[src/rtl/lsqr_pkg.sv]
// load/store queue ring: shared field widths, operation codes and beat types
// depends on nothing; imported by every other file of the block
`timescale 1ns / 1ps
`default_nettype none

package lsqr_pkg;

  localparam int FUNC_W = 3;
  localparam int WORD_W = 32;
  localparam int SLOT_W = 5;
  localparam int TAG_W  = 4;

  // operation codes carried in func
  localparam logic [FUNC_W-1:0] FN_ALLOC  = 3'd0;
  localparam logic [FUNC_W-1:0] FN_RETIRE = 3'd1;
  localparam logic [FUNC_W-1:0] FN_UPDATE = 3'd2;
  localparam logic [FUNC_W-1:0] FN_FLUSH  = 3'd3;
  localparam logic [FUNC_W-1:0] FN_PEEK   = 3'd4;

  typedef struct packed {
    logic [FUNC_W-1:0] func;
    logic [WORD_W-1:0] instr_pc;
    logic              is_store;
    logic [TAG_W-1:0]  branch_tag;
    logic [SLOT_W-1:0] slot_in;
    logic              addr_ok_in;
    logic [WORD_W-1:0] mem_addr_in;
  } in_beat_t;

  typedef struct packed {
    logic              ok;
    logic [SLOT_W-1:0] slot_out;
    logic [WORD_W-1:0] pc_out;
    logic              store_out;
    logic [TAG_W-1:0]  tag_out;
    logic [WORD_W-1:0] addr_out;
    logic              addr_ok_out;
    logic              live_out;
  } out_beat_t;

  // controller to datapath
  typedef struct packed {
    logic clr_step;    // clear one live bit of the reset sweep
    logic take;        // latch the input beat and read the entry
    logic commit;      // perform the latched operation, load the result
    logic flush_start; // rewind the sweep counter for a flush
    logic sweep_step;  // one step of the flush sweep
    logic flush_post;  // load the flush result
  } lsqr_cmd_t;

  // datapath to controller
  typedef struct packed {
    logic clr_last;
    logic sweep_done;
    logic out_free;
    logic is_flush;
  } lsqr_stat_t;

endpackage

`default_nettype wire

[src/rtl/lsqr_if.sv]
// load/store queue ring: input and result channel interfaces (valid/ready)
// depends on lsqr_pkg for field widths
`timescale 1ns / 1ps
`default_nettype none

interface lsqr_in_if import lsqr_pkg::*; ();
  logic              valid;
  logic              ready;
  logic [FUNC_W-1:0] func;
  logic [WORD_W-1:0] instr_pc;
  logic              is_store;
  logic [TAG_W-1:0]  branch_tag;
  logic [SLOT_W-1:0] slot_in;
  logic              addr_ok_in;
  logic [WORD_W-1:0] mem_addr_in;

  modport source (output valid, func, instr_pc, is_store, branch_tag, slot_in,
                  addr_ok_in, mem_addr_in, input ready);
  modport sink   (input valid, func, instr_pc, is_store, branch_tag, slot_in,
                  addr_ok_in, mem_addr_in, output ready);
endinterface

interface lsqr_out_if import lsqr_pkg::*; ();
  logic              valid;
  logic              ready;
  logic              ok;
  logic [SLOT_W-1:0] slot_out;
  logic [WORD_W-1:0] pc_out;
  logic              store_out;
  logic [TAG_W-1:0]  tag_out;
  logic [WORD_W-1:0] addr_out;
  logic              addr_ok_out;
  logic              live_out;

  modport source (output valid, ok, slot_out, pc_out, store_out, tag_out,
                  addr_out, addr_ok_out, live_out, input ready);
  modport sink   (input valid, ok, slot_out, pc_out, store_out, tag_out,
                  addr_out, addr_ok_out, live_out, output ready);
endinterface

`default_nettype wire

[src/rtl/load_store_queue_ring_top.sv]
// Circular load/store queue with allocate, retire, address update, flush by
// tag and peek. Every operation but flush first latches the beat and reads the
// entry memories, then, once the result register is free, updates pointers
// and loads the result register; a new beat is taken while the previous
// result still waits on the output side. A flush walks the tag memory one
// slot per cycle. After reset the live bits are cleared by a pass over every
// slot, during which no beat is accepted.
// depends on lsqr_pkg, lsqr_if, lsqr_ctrl and lsqr_dpath
`timescale 1ns / 1ps
`default_nettype none

module load_store_queue_ring_top import lsqr_pkg::*; #(
  parameter int QUEUE_DEPTH = 32,
  parameter int TAG_BITS    = 4
) (
  input wire logic   clk,
  input wire logic   rst_n,
  lsqr_in_if.sink    in_bus,
  lsqr_out_if.source out_bus
);

  lsqr_cmd_t  cmd;
  lsqr_stat_t stat;
  in_beat_t   in_beat;
  out_beat_t  out_beat;
  logic       out_valid;
  logic       in_ready;

  // input beat packing
  assign in_beat.func        = in_bus.func;
  assign in_beat.instr_pc    = in_bus.instr_pc;
  assign in_beat.is_store    = in_bus.is_store;
  assign in_beat.branch_tag  = in_bus.branch_tag;
  assign in_beat.slot_in     = in_bus.slot_in;
  assign in_beat.addr_ok_in  = in_bus.addr_ok_in;
  assign in_beat.mem_addr_in = in_bus.mem_addr_in;
  assign in_bus.ready        = in_ready;

  lsqr_ctrl u_ctrl (
    .clk      (clk),
    .rst_n    (rst_n),
    .in_valid (in_bus.valid),
    .in_ready (in_ready),
    .stat     (stat),
    .cmd      (cmd)
  );

  lsqr_dpath #(
    .QUEUE_DEPTH (QUEUE_DEPTH),
    .TAG_BITS    (TAG_BITS)
  ) u_dpath (
    .clk       (clk),
    .rst_n     (rst_n),
    .cmd       (cmd),
    .stat      (stat),
    .in_beat   (in_beat),
    .out_beat  (out_beat),
    .out_valid (out_valid),
    .out_ready (out_bus.ready)
  );

  // result beat unpacking
  assign out_bus.valid       = out_valid;
  assign out_bus.ok          = out_beat.ok;
  assign out_bus.slot_out    = out_beat.slot_out;
  assign out_bus.pc_out      = out_beat.pc_out;
  assign out_bus.store_out   = out_beat.store_out;
  assign out_bus.tag_out     = out_beat.tag_out;
  assign out_bus.addr_out    = out_beat.addr_out;
  assign out_bus.addr_ok_out = out_beat.addr_ok_out;
  assign out_bus.live_out    = out_beat.live_out;

endmodule

`default_nettype wire

[src/rtl/lsqr_ctrl.sv]
// load/store queue ring: controller state machine
// depends on lsqr_pkg for the command and status structs
`timescale 1ns / 1ps
`default_nettype none

module lsqr_ctrl import lsqr_pkg::*; (
  input  wire logic       clk,
  input  wire logic       rst_n,
  input  wire logic       in_valid,
  output logic            in_ready,
  input  wire lsqr_stat_t stat,
  output lsqr_cmd_t       cmd
);

  typedef enum logic [4:0] {
    ST_CLEAR = 5'b00001,
    ST_IDLE  = 5'b00010,
    ST_EXEC  = 5'b00100,
    ST_FLUSH = 5'b01000,
    ST_FDONE = 5'b10000
  } lsqr_state_t;

  lsqr_state_t state_r, state_nxt;

  // state register
  always_ff @(posedge clk) begin
    if (!rst_n) begin
      state_r <= ST_CLEAR;
    end else begin
      state_r <= state_nxt;
    end
  end

  // next state and commands
  always_comb begin
    state_nxt = state_r;
    cmd       = '0;
    in_ready  = 1'b0;
    unique case (state_r)
      ST_CLEAR: begin
        cmd.clr_step = 1'b1;
        if (stat.clr_last) state_nxt = ST_IDLE;
      end
      ST_IDLE: begin
        in_ready = 1'b1;
        if (in_valid) begin
          cmd.take  = 1'b1;
          state_nxt = ST_EXEC;
        end
      end
      ST_EXEC: begin
        if (stat.is_flush) begin
          cmd.flush_start = 1'b1;
          state_nxt       = ST_FLUSH;
        end else if (stat.out_free) begin
          cmd.commit = 1'b1;
          state_nxt  = ST_IDLE;
        end
      end
      ST_FLUSH: begin
        if (stat.sweep_done) begin
          state_nxt = ST_FDONE;
        end else begin
          cmd.sweep_step = 1'b1;
        end
      end
      ST_FDONE: begin
        if (stat.out_free) begin
          cmd.flush_post = 1'b1;
          state_nxt      = ST_IDLE;
        end
      end
      default: begin
        state_nxt = ST_CLEAR;
      end
    endcase
  end

endmodule

`default_nettype wire

[src/rtl/lsqr_dpath.sv]
// load/store queue ring: entry memories, head/tail pointers, sweep counter
// and the result register; depends on lsqr_pkg
`timescale 1ns / 1ps
`default_nettype none

module lsqr_dpath import lsqr_pkg::*; #(
  parameter int QUEUE_DEPTH = 32,
  parameter int TAG_BITS    = 4
) (
  input  wire logic      clk,
  input  wire logic      rst_n,
  input  wire lsqr_cmd_t cmd,
  output lsqr_stat_t     stat,
  input  wire in_beat_t  in_beat,
  output out_beat_t      out_beat,
  output logic           out_valid,
  input  wire logic      out_ready
);

  localparam int PTR_W = (QUEUE_DEPTH > 1) ? $clog2(QUEUE_DEPTH) : 1;
  localparam int CNT_W = PTR_W + 1;
  localparam logic [PTR_W-1:0] LAST_SLOT = PTR_W'(QUEUE_DEPTH - 1);
  localparam logic [CNT_W-1:0] DEPTH_CNT = CNT_W'(QUEUE_DEPTH);

  function automatic logic [PTR_W-1:0] next_slot(input logic [PTR_W-1:0] p);
    return (p == LAST_SLOT) ? '0 : p + 1'b1;
  endfunction

  // entry memories
  logic [WORD_W-1:0]   pc_mem   [QUEUE_DEPTH];
  logic [WORD_W-1:0]   addr_mem [QUEUE_DEPTH];
  logic [TAG_BITS-1:0] tag_mem  [QUEUE_DEPTH];
  logic                kind_mem [QUEUE_DEPTH];
  logic                aok_mem  [QUEUE_DEPTH];
  logic                live_mem [QUEUE_DEPTH];

  logic [WORD_W-1:0]   pc_q, addr_q;
  logic [TAG_BITS-1:0] tag_q;
  logic                kind_q, aok_q, live_q;

  in_beat_t            op_r;
  logic [PTR_W-1:0]    head_r, head_nxt, tail_r, tail_nxt;
  logic                empty_r, empty_nxt;
  logic [CNT_W-1:0]    idx_r;
  logic                fwr_vld_r;
  logic [PTR_W-1:0]    fwr_idx_r;
  out_beat_t           out_r, out_nxt;
  logic                out_valid_r;

  logic                rd_en;
  logic [PTR_W-1:0]    rd_addr;
  logic                sweep_rd;
  logic                alloc_we, upd_we;
  logic [PTR_W-1:0]    ent_wa;
  logic [WORD_W-1:0]   addr_wd;
  logic                aok_wd;
  logic                live_we, live_wd;
  logic [PTR_W-1:0]    live_wa;
  logic                full, slot_in_range;
  logic [PTR_W-1:0]    alloc_slot;
  logic [TAG_BITS-1:0] op_tag;

  assign op_tag        = TAG_BITS'(op_r.branch_tag);
  assign full          = !empty_r && (next_slot(tail_r) == head_r);
  assign alloc_slot    = empty_r ? '0 : next_slot(tail_r);
  assign slot_in_range = (32'(op_r.slot_in) < 32'(QUEUE_DEPTH));
  assign sweep_rd      = cmd.sweep_step && (idx_r != DEPTH_CNT);

  // read address: sweep index, update slot or head
  always_comb begin
    rd_en = cmd.take || sweep_rd;
    if (sweep_rd) begin
      rd_addr = idx_r[PTR_W-1:0];
    end else if (in_beat.func == FN_UPDATE) begin
      rd_addr = PTR_W'(in_beat.slot_in);
    end else begin
      rd_addr = head_r;
    end
  end

  // operation, pointer update and result
  always_comb begin
    head_nxt  = head_r;
    tail_nxt  = tail_r;
    empty_nxt = empty_r;
    alloc_we  = 1'b0;
    upd_we    = 1'b0;
    live_we   = 1'b0;
    live_wd   = 1'b0;
    live_wa   = head_r;
    out_nxt   = '0;
    if (cmd.commit) begin
      unique case (op_r.func)
        FN_ALLOC: begin
          if (!full) begin
            alloc_we         = 1'b1;
            live_we          = 1'b1;
            live_wd          = 1'b1;
            live_wa          = alloc_slot;
            head_nxt         = empty_r ? '0 : head_r;
            tail_nxt         = alloc_slot;
            empty_nxt        = 1'b0;
            out_nxt.ok       = 1'b1;
            out_nxt.slot_out = SLOT_W'(alloc_slot);
          end
        end
        FN_RETIRE, FN_PEEK: begin
          if (!empty_r) begin
            out_nxt.ok          = 1'b1;
            out_nxt.slot_out    = SLOT_W'(head_r);
            out_nxt.pc_out      = pc_q;
            out_nxt.store_out   = kind_q;
            out_nxt.tag_out     = TAG_W'(tag_q);
            out_nxt.addr_out    = addr_q;
            out_nxt.addr_ok_out = aok_q;
            out_nxt.live_out    = live_q;
            if (op_r.func == FN_RETIRE) begin
              live_we = 1'b1;
              live_wa = head_r;
              if (head_r == tail_r) begin
                empty_nxt = 1'b1;
              end else begin
                head_nxt = next_slot(head_r);
              end
            end
          end
        end
        FN_UPDATE: begin
          if (slot_in_range && live_q) begin
            upd_we     = 1'b1;
            out_nxt.ok = 1'b1;
          end
        end
        default: begin
          out_nxt = '0;
        end
      endcase
    end else if (cmd.flush_post) begin
      out_nxt.ok = 1'b1;
    end
    // sweeps own the live port outside of commit
    if (cmd.clr_step) begin
      live_we = 1'b1;
      live_wd = 1'b0;
      live_wa = idx_r[PTR_W-1:0];
    end else if (fwr_vld_r && (tag_q == op_tag)) begin
      live_we = 1'b1;
      live_wd = 1'b0;
      live_wa = fwr_idx_r;
    end
  end

  // entry write port: allocate or address update
  always_comb begin
    ent_wa  = alloc_we ? alloc_slot : PTR_W'(op_r.slot_in);
    addr_wd = alloc_we ? '0 : op_r.mem_addr_in;
    aok_wd  = alloc_we ? 1'b0 : op_r.addr_ok_in;
  end

  // memories, written at the entry and live addresses and read registered
  always_ff @(posedge clk) begin
    if (alloc_we) begin
      pc_mem[ent_wa]   <= op_r.instr_pc;
      tag_mem[ent_wa]  <= op_tag;
      kind_mem[ent_wa] <= op_r.is_store;
    end
    if (alloc_we || upd_we) begin
      addr_mem[ent_wa] <= addr_wd;
      aok_mem[ent_wa]  <= aok_wd;
    end
    if (live_we) begin
      live_mem[live_wa] <= live_wd;
    end
    if (rd_en) begin
      pc_q   <= pc_mem[rd_addr];
      addr_q <= addr_mem[rd_addr];
      tag_q  <= tag_mem[rd_addr];
      kind_q <= kind_mem[rd_addr];
      aok_q  <= aok_mem[rd_addr];
      live_q <= live_mem[rd_addr];
    end
  end

  // latched operation
  always_ff @(posedge clk) begin
    if (cmd.take) op_r <= in_beat;
  end

  // queue pointers
  always_ff @(posedge clk) begin
    if (!rst_n) begin
      head_r  <= '0;
      tail_r  <= '0;
      empty_r <= 1'b1;
    end else begin
      head_r  <= head_nxt;
      tail_r  <= tail_nxt;
      empty_r <= empty_nxt;
    end
  end

  // sweep counter shared by the reset clear and the flush
  always_ff @(posedge clk) begin
    if (!rst_n) begin
      idx_r     <= '0;
      fwr_vld_r <= 1'b0;
    end else if (cmd.clr_step || cmd.flush_start) begin
      idx_r     <= (cmd.clr_step && idx_r[PTR_W-1:0] != LAST_SLOT) ? idx_r + 1'b1 : '0;
      fwr_vld_r <= 1'b0;
    end else if (cmd.sweep_step) begin
      fwr_vld_r <= sweep_rd;
      if (sweep_rd) idx_r <= idx_r + 1'b1;
    end else begin
      fwr_vld_r <= 1'b0;
    end
  end

  always_ff @(posedge clk) begin
    if (sweep_rd) fwr_idx_r <= idx_r[PTR_W-1:0];
  end

  // result register
  always_ff @(posedge clk) begin
    if (!rst_n) begin
      out_valid_r <= 1'b0;
    end else if (cmd.commit || cmd.flush_post) begin
      out_valid_r <= 1'b1;
    end else if (out_ready) begin
      out_valid_r <= 1'b0;
    end
  end

  always_ff @(posedge clk) begin
    if (cmd.commit || cmd.flush_post) out_r <= out_nxt;
  end

  assign out_beat   = out_r;
  assign out_valid  = out_valid_r;

  assign stat.clr_last   = (idx_r[PTR_W-1:0] == LAST_SLOT);
  assign stat.sweep_done = (idx_r == DEPTH_CNT) && !fwr_vld_r;
  assign stat.out_free   = !out_valid_r || out_ready;
  assign stat.is_flush   = (op_r.func == FN_FLUSH);

endmodule

`default_nettype wire

[src/flat_wrapper.sv]
// flat-port wrapper written by rule: the top's interface ports become plain ports
module load_store_queue_ring_top_flat import lsqr_pkg::*;
#(
  parameter int QUEUE_DEPTH = 32,
  parameter int TAG_BITS    = 4
)
  (clk, rst_n, in_bus_valid, in_bus_func, in_bus_instr_pc, in_bus_is_store, in_bus_branch_tag, in_bus_slot_in, in_bus_addr_ok_in, in_bus_mem_addr_in, in_bus_ready, out_bus_valid, out_bus_ok, out_bus_slot_out, out_bus_pc_out, out_bus_store_out, out_bus_tag_out, out_bus_addr_out, out_bus_addr_ok_out, out_bus_live_out, out_bus_ready);
  lsqr_in_if in_bus_i ();
  lsqr_out_if out_bus_i ();
  input wire logic clk;
  input wire logic rst_n;
  input wire logic [$bits(in_bus_i.valid)-1:0] in_bus_valid;
  input wire logic [$bits(in_bus_i.func)-1:0] in_bus_func;
  input wire logic [$bits(in_bus_i.instr_pc)-1:0] in_bus_instr_pc;
  input wire logic [$bits(in_bus_i.is_store)-1:0] in_bus_is_store;
  input wire logic [$bits(in_bus_i.branch_tag)-1:0] in_bus_branch_tag;
  input wire logic [$bits(in_bus_i.slot_in)-1:0] in_bus_slot_in;
  input wire logic [$bits(in_bus_i.addr_ok_in)-1:0] in_bus_addr_ok_in;
  input wire logic [$bits(in_bus_i.mem_addr_in)-1:0] in_bus_mem_addr_in;
  output wire logic [$bits(in_bus_i.ready)-1:0] in_bus_ready;
  output wire logic [$bits(out_bus_i.valid)-1:0] out_bus_valid;
  output wire logic [$bits(out_bus_i.ok)-1:0] out_bus_ok;
  output wire logic [$bits(out_bus_i.slot_out)-1:0] out_bus_slot_out;
  output wire logic [$bits(out_bus_i.pc_out)-1:0] out_bus_pc_out;
  output wire logic [$bits(out_bus_i.store_out)-1:0] out_bus_store_out;
  output wire logic [$bits(out_bus_i.tag_out)-1:0] out_bus_tag_out;
  output wire logic [$bits(out_bus_i.addr_out)-1:0] out_bus_addr_out;
  output wire logic [$bits(out_bus_i.addr_ok_out)-1:0] out_bus_addr_ok_out;
  output wire logic [$bits(out_bus_i.live_out)-1:0] out_bus_live_out;
  input wire logic [$bits(out_bus_i.ready)-1:0] out_bus_ready;
  assign in_bus_i.valid = in_bus_valid;
  assign in_bus_i.func = in_bus_func;
  assign in_bus_i.instr_pc = in_bus_instr_pc;
  assign in_bus_i.is_store = in_bus_is_store;
  assign in_bus_i.branch_tag = in_bus_branch_tag;
  assign in_bus_i.slot_in = in_bus_slot_in;
  assign in_bus_i.addr_ok_in = in_bus_addr_ok_in;
  assign in_bus_i.mem_addr_in = in_bus_mem_addr_in;
  assign in_bus_ready = in_bus_i.ready;
  assign out_bus_valid = out_bus_i.valid;
  assign out_bus_ok = out_bus_i.ok;
  assign out_bus_slot_out = out_bus_i.slot_out;
  assign out_bus_pc_out = out_bus_i.pc_out;
  assign out_bus_store_out = out_bus_i.store_out;
  assign out_bus_tag_out = out_bus_i.tag_out;
  assign out_bus_addr_out = out_bus_i.addr_out;
  assign out_bus_addr_ok_out = out_bus_i.addr_ok_out;
  assign out_bus_live_out = out_bus_i.live_out;
  assign out_bus_i.ready = out_bus_ready;
  load_store_queue_ring_top #(.QUEUE_DEPTH(QUEUE_DEPTH), .TAG_BITS(TAG_BITS)) u_core (.clk(clk), .rst_n(rst_n), .in_bus(in_bus_i), .out_bus(out_bus_i));
endmodule
[config.mk]
export PLATFORM = sky130hd
export DESIGN_NAME = load_store_queue_ring_top_flat
export DESIGN_NICKNAME = d
export VERILOG_FILES = /design/src/rtl/lsqr_pkg.sv /design/src/rtl/lsqr_if.sv /design/src/rtl/load_store_queue_ring_top.sv /design/src/rtl/lsqr_ctrl.sv /design/src/rtl/lsqr_dpath.sv /design/src/flat_wrapper.sv
export SDC_FILE = /design/constraint.sdc
export NUM_CORES = 2
export LEC_CHECK = 0
export BUFFER_PORTS_ARGS = -buffer_cell sky130_fd_sc_hd__buf_2
export CORE_MARGIN = 8
export CORE_UTILIZATION = 35
export DETAILED_ROUTE_END_ITERATION = 10
export GPL_ROUTABILITY_DRIVEN = 0
export PLACE_DENSITY = 0.54
export SLEW_MARGIN = 20
export SYNTH_ARGS = -nofsm -noshare
export SYNTH_HDL_FRONTEND = slang
export SYNTH_SLANG_ARGS = --single-unit
[constraint.sdc]
create_clock -name clk -period 6.75 [get_ports clk]
set_input_delay 1.35 -clock clk [delete_from_list [all_inputs] [get_ports clk]]
set_output_delay 1.35 -clock clk [all_outputs]
set_load 0.01 [all_outputs]
==> flow_summary.json <==
{
  "yosysSeqAreaShare_pct": 76.7,
  "finalCritPeriodShare_pct": 80.1,
  "dieHeight_um": 547,
  "synth_cells": 6611,
  "crit_type": "flip-flop to flip-flop",
  "vias": 60025,
  "antenna_found_initial": 29,
  "finalPower_mw": 31.8,
  "syn-num-nets": 6700,
  "r2r_start": "u_core.u_dpath.tail_r[0]$_SDFFE_PN0P_",
  "synth_commonest_cells": "edfxtp_1, nand2_1, a21oi_1",
  "synth_xor_xnor_area_share_pct": 0.142,
  "start_util_pct": 35.1,
  "ant_nets": 0,
  "fill_cells": 25576,
  "synth_top_cell_area_share_pct": 76.3,
  "insertion_delay_ns": 0.84,
  "p_leak_nw": 37.9,
  "ios": 161,
  "hold_slack_ns": 0.506,
  "clockBufferDepth": 4,
  "synth_most_common_cell": "edfxtp_1",
  "drc": 0,
  "tightestPinTransition_ns": 1.24,
  "clock-root-buffer": "clkbuf_16",
  "ys_ff_latch": 2527,
  "synth-simple-area-share_pct": 8.59,
  "die_w_um": 547,
  "cp.required_ns": 7.28,
  "cts_tree": "yes",
  "viasPerCell": 5.56,
  "pre_cts_slack_ns": 0.984,
  "cp_data_arrival_time_ns": 5.93,
  "post_cts_buffers": 0,
  "fin_skew_ns": 0.0392,
  "syn_area_mm2": 0.0986,
  "numCtsBuffers": 271,
  "cts_hold_buf": 0,
  "cp-end-kind": "flip-flop",
  "status": "completed",
  "p_per_area_mw_per_mm2": 280,
  "crit_fanout": 49,
  "ys_async_sr_fraction_pct": 0,
  "first_global_vias": 58270,
  "start_kind": "flip-flop",
  "core_mm2": 0.281,
  "crit_start": "u_core.u_dpath.tail_r[0]$_SDFFE_PN0P_",
  "wl_um": 308000,
  "areaGrowthSynthToFinish_pct": 15.0,
  "dp.cells": 10328,
  "setup_ws_ns": 1.34,
  "synth_adder_area_share_pct": 0.0889,
  "slew_violations": 0,
  "fin_crit_ns": 5.41,
  "setup_viol": 0,
  "place.port_buffers": 160,
  "cts_sinks": 2527,
  "h-tree-depth": 5,
  "final_cells": 10795,
  "synthMuxAreaShare_pct": 3.78,
  "yosysTopAreaCell": "edfxtp_1",
  "hold_violations": 0,
  "hp-class": "flip-flop to flip-flop",
  "drv_cap": 0,
  "dp_hpwl_um": 170000,
  "reg2reg_slack_ns": 1.34,
  "grt_overflow": 0,
  "drive_above_1_share_pct": 12.6,
  "die_area_mm2": 0.299,
  "grt_max_degree": 107,
  "max-vdd-ir-drop_mv": 0.201,
  "ys_warn_count": 0,
  "dr.pass1.iters": 8,
  "r2r-end": "u_core.u_dpath.pc_mem[29][18]$_DFFE_PP_",
  "core.rowCount": 195,
  "syn_area_per_cell_um2": 14.9,
  "max_freq_mhz": 185,
  "synth_flop_cell": "edfxtp_1",
  "synth_area_leaders": "edfxtp_1, nand2_1, mux2i_1",
  "crit_end": "u_core.u_dpath.pc_mem[29][18]$_DFFE_PP_",
  "final.setup.tns_ns": 0,
  "grt_pass1_wl_um": 433000,
  "wire_per_inst_um": 28.5,
  "synth_edf_count": 2503,
  "grtUsageTotal_pct": 19.8,
  "rsz0062_at_grt": "no",
  "nNetsFinal": 6953,
  "ys_types": 75,
  "synth-compound-area-share_pct": 8.49,
  "slew_headroom_pct": 16.4,
  "ff2ff_path_depth": 13,
  "cts.repair.resized": 0,
  "synth_top_family_by_area": "simple AND/OR/NAND/NOR gates",
  "clk_pin_slew_ns": 0.06,
  "drtIter0Drc": 7446
}
per-stage QoR:
step | utilization [%] | instance area [um^2]
2_1_floorplan | - | 98600
3_3_place_gp | 37.4 | 105000
3_5_place_dp | 37.4 | 105000
4_1_cts | 40.3 | 113000
5_1_grt | 40.3 | 113000
6_report | 40.3 | 113000
final cells by class:
| type | instances | area [um^2] | share of cell area (%) |
|---|---|---|---|
| Timing Repair Buffer | 423 | 3350 | 2.96 |
| Clock buffer | 343 | 7190 | 6.35 |
| Antenna cell | 7 | 17.5 | 0.0155 |
| Sequential cell | 2527 | 75600 | 66.8 |
| Inverter | 16 | 68.8 | 0.0607 |
| Tap cell | 3743 | 4680 | 4.13 |
| Multi-Input combinational cell | 3625 | 21500 | 19.0 |
| Clock inverter | 111 | 827 | 0.730 |
state kept, by name, summed over array words and instances, names as in the netlist, 4 cells and up:
register / cells
u_core.u_dpath.idx_r: 6
u_core.u_dpath.aok_mem: 32
u_core.u_dpath.out_beat: 77
u_core.u_dpath.kind_mem: 32
u_core.u_dpath.tail_r: 5
u_core.u_dpath.fwr_idx_r: 5
u_core.u_dpath.pc_q: 32
u_core.u_dpath.pc_mem: 1024
u_core.u_ctrl.state_r: 5
u_core.u_dpath.addr_q: 32
u_core.u_dpath.op_tag: 4
u_core.u_dpath.op_r: 74
u_core.u_dpath.head_r: 5
u_core.u_dpath.addr_mem: 1024
u_core.u_dpath.live_mem: 32
u_core.u_dpath.tag_mem: 128
u_core.u_dpath.tag_q: 4
how the worst min path moves through the flow:
stage | startpoint | endpoint | slack, ns | depth (start not counted)
2_1_floorplan | u_core.u_dpath.idx_r[3]$_SDFFE_PN0P_ | u_core.u_dpath.fwr_idx_r[3]$_DFFE_PP_ | 0.40 | 0
3_3_place_gp | u_core.u_dpath.tail_r[4]$_SDFFE_PN0P_ | u_core.u_dpath.tail_r[4]$_SDFFE_PN0P_ | 0.49 | 2
3_5_place_dp | u_core.u_dpath.tail_r[4]$_SDFFE_PN0P_ | u_core.u_dpath.tail_r[4]$_SDFFE_PN0P_ | 0.50 | 2
4_1_cts | u_core.u_dpath.tail_r[4]$_SDFFE_PN0P_ | u_core.u_dpath.tail_r[4]$_SDFFE_PN0P_ | 0.51 | 2
5_1_grt | u_core.u_dpath.tail_r[4]$_SDFFE_PN0P_ | u_core.u_dpath.tail_r[4]$_SDFFE_PN0P_ | 0.55 | 2
6_report | u_core.u_dpath.tail_r[4]$_SDFFE_PN0P_ | u_core.u_dpath.tail_r[4]$_SDFFE_PN0P_ | 0.51 | 2
metal layers:
layer | track usage [%] | up-vias | share of wire, %
met5 | 0 | - | 0.015
met4 | 6.75 | 8 | 3.6
met3 | 4.04 | 560 | 8.8
met2 | 31.3 | 2752 | 46
met1 | 27.3 | 30805 | 42
li1 | - | 25900 | -
where the power goes:
part / internal [mW] / leakage [nW] / switching, mW
combinational: 0.278 / 11.2 / 0.599
sequential: 17.0 / 22.8 / 0.0302
clock: 7.84 / 3.90 / 6.00
total: 25.1 / 37.9 / 6.63
critical path: stages (launching register included):
cell and delay (ns):
dfxtp_1 0.39, ha_1 0.26, and3_1 0.19, ha_1 0.26
nor2b_1 0.35, xnor2_1 0.17, nand4_1 0.28, o31ai_4 0.31
buf_4 0.63, nand2_1 0.16, nand2_1 0.14, nand2_1 0.52
nor2_4 1.04, buf_4 0.34
cell families after synthesis:
logic type,Yosys count
AOI/OAI and AO/OA,1245
muxes,371
DFF,2527
xor gates and xnor gates,16
adders and majority gates,7
buffers and inverters,459
and+or+nand+nor,1986
placed cells by master (no fill, tap or decap), types with 52 or more instances in the layout:
cell	n
buf_2	160
or3_1	52
a21oi_1	493
a32oi_1	125
clkbuf_16	277
o221ai_1	57
a221oi_1	138
nor2_4	67
and3_1	90
edfxtp_1	2503
a31oi_1	139
clkinv_1	56
nand2_1	1319
nand3_1	279
buf_4	214
clkbuf_1	65
nor2_1	68
mux2i_1	364
Note: power is estimated with default switching activity, not from simulation.
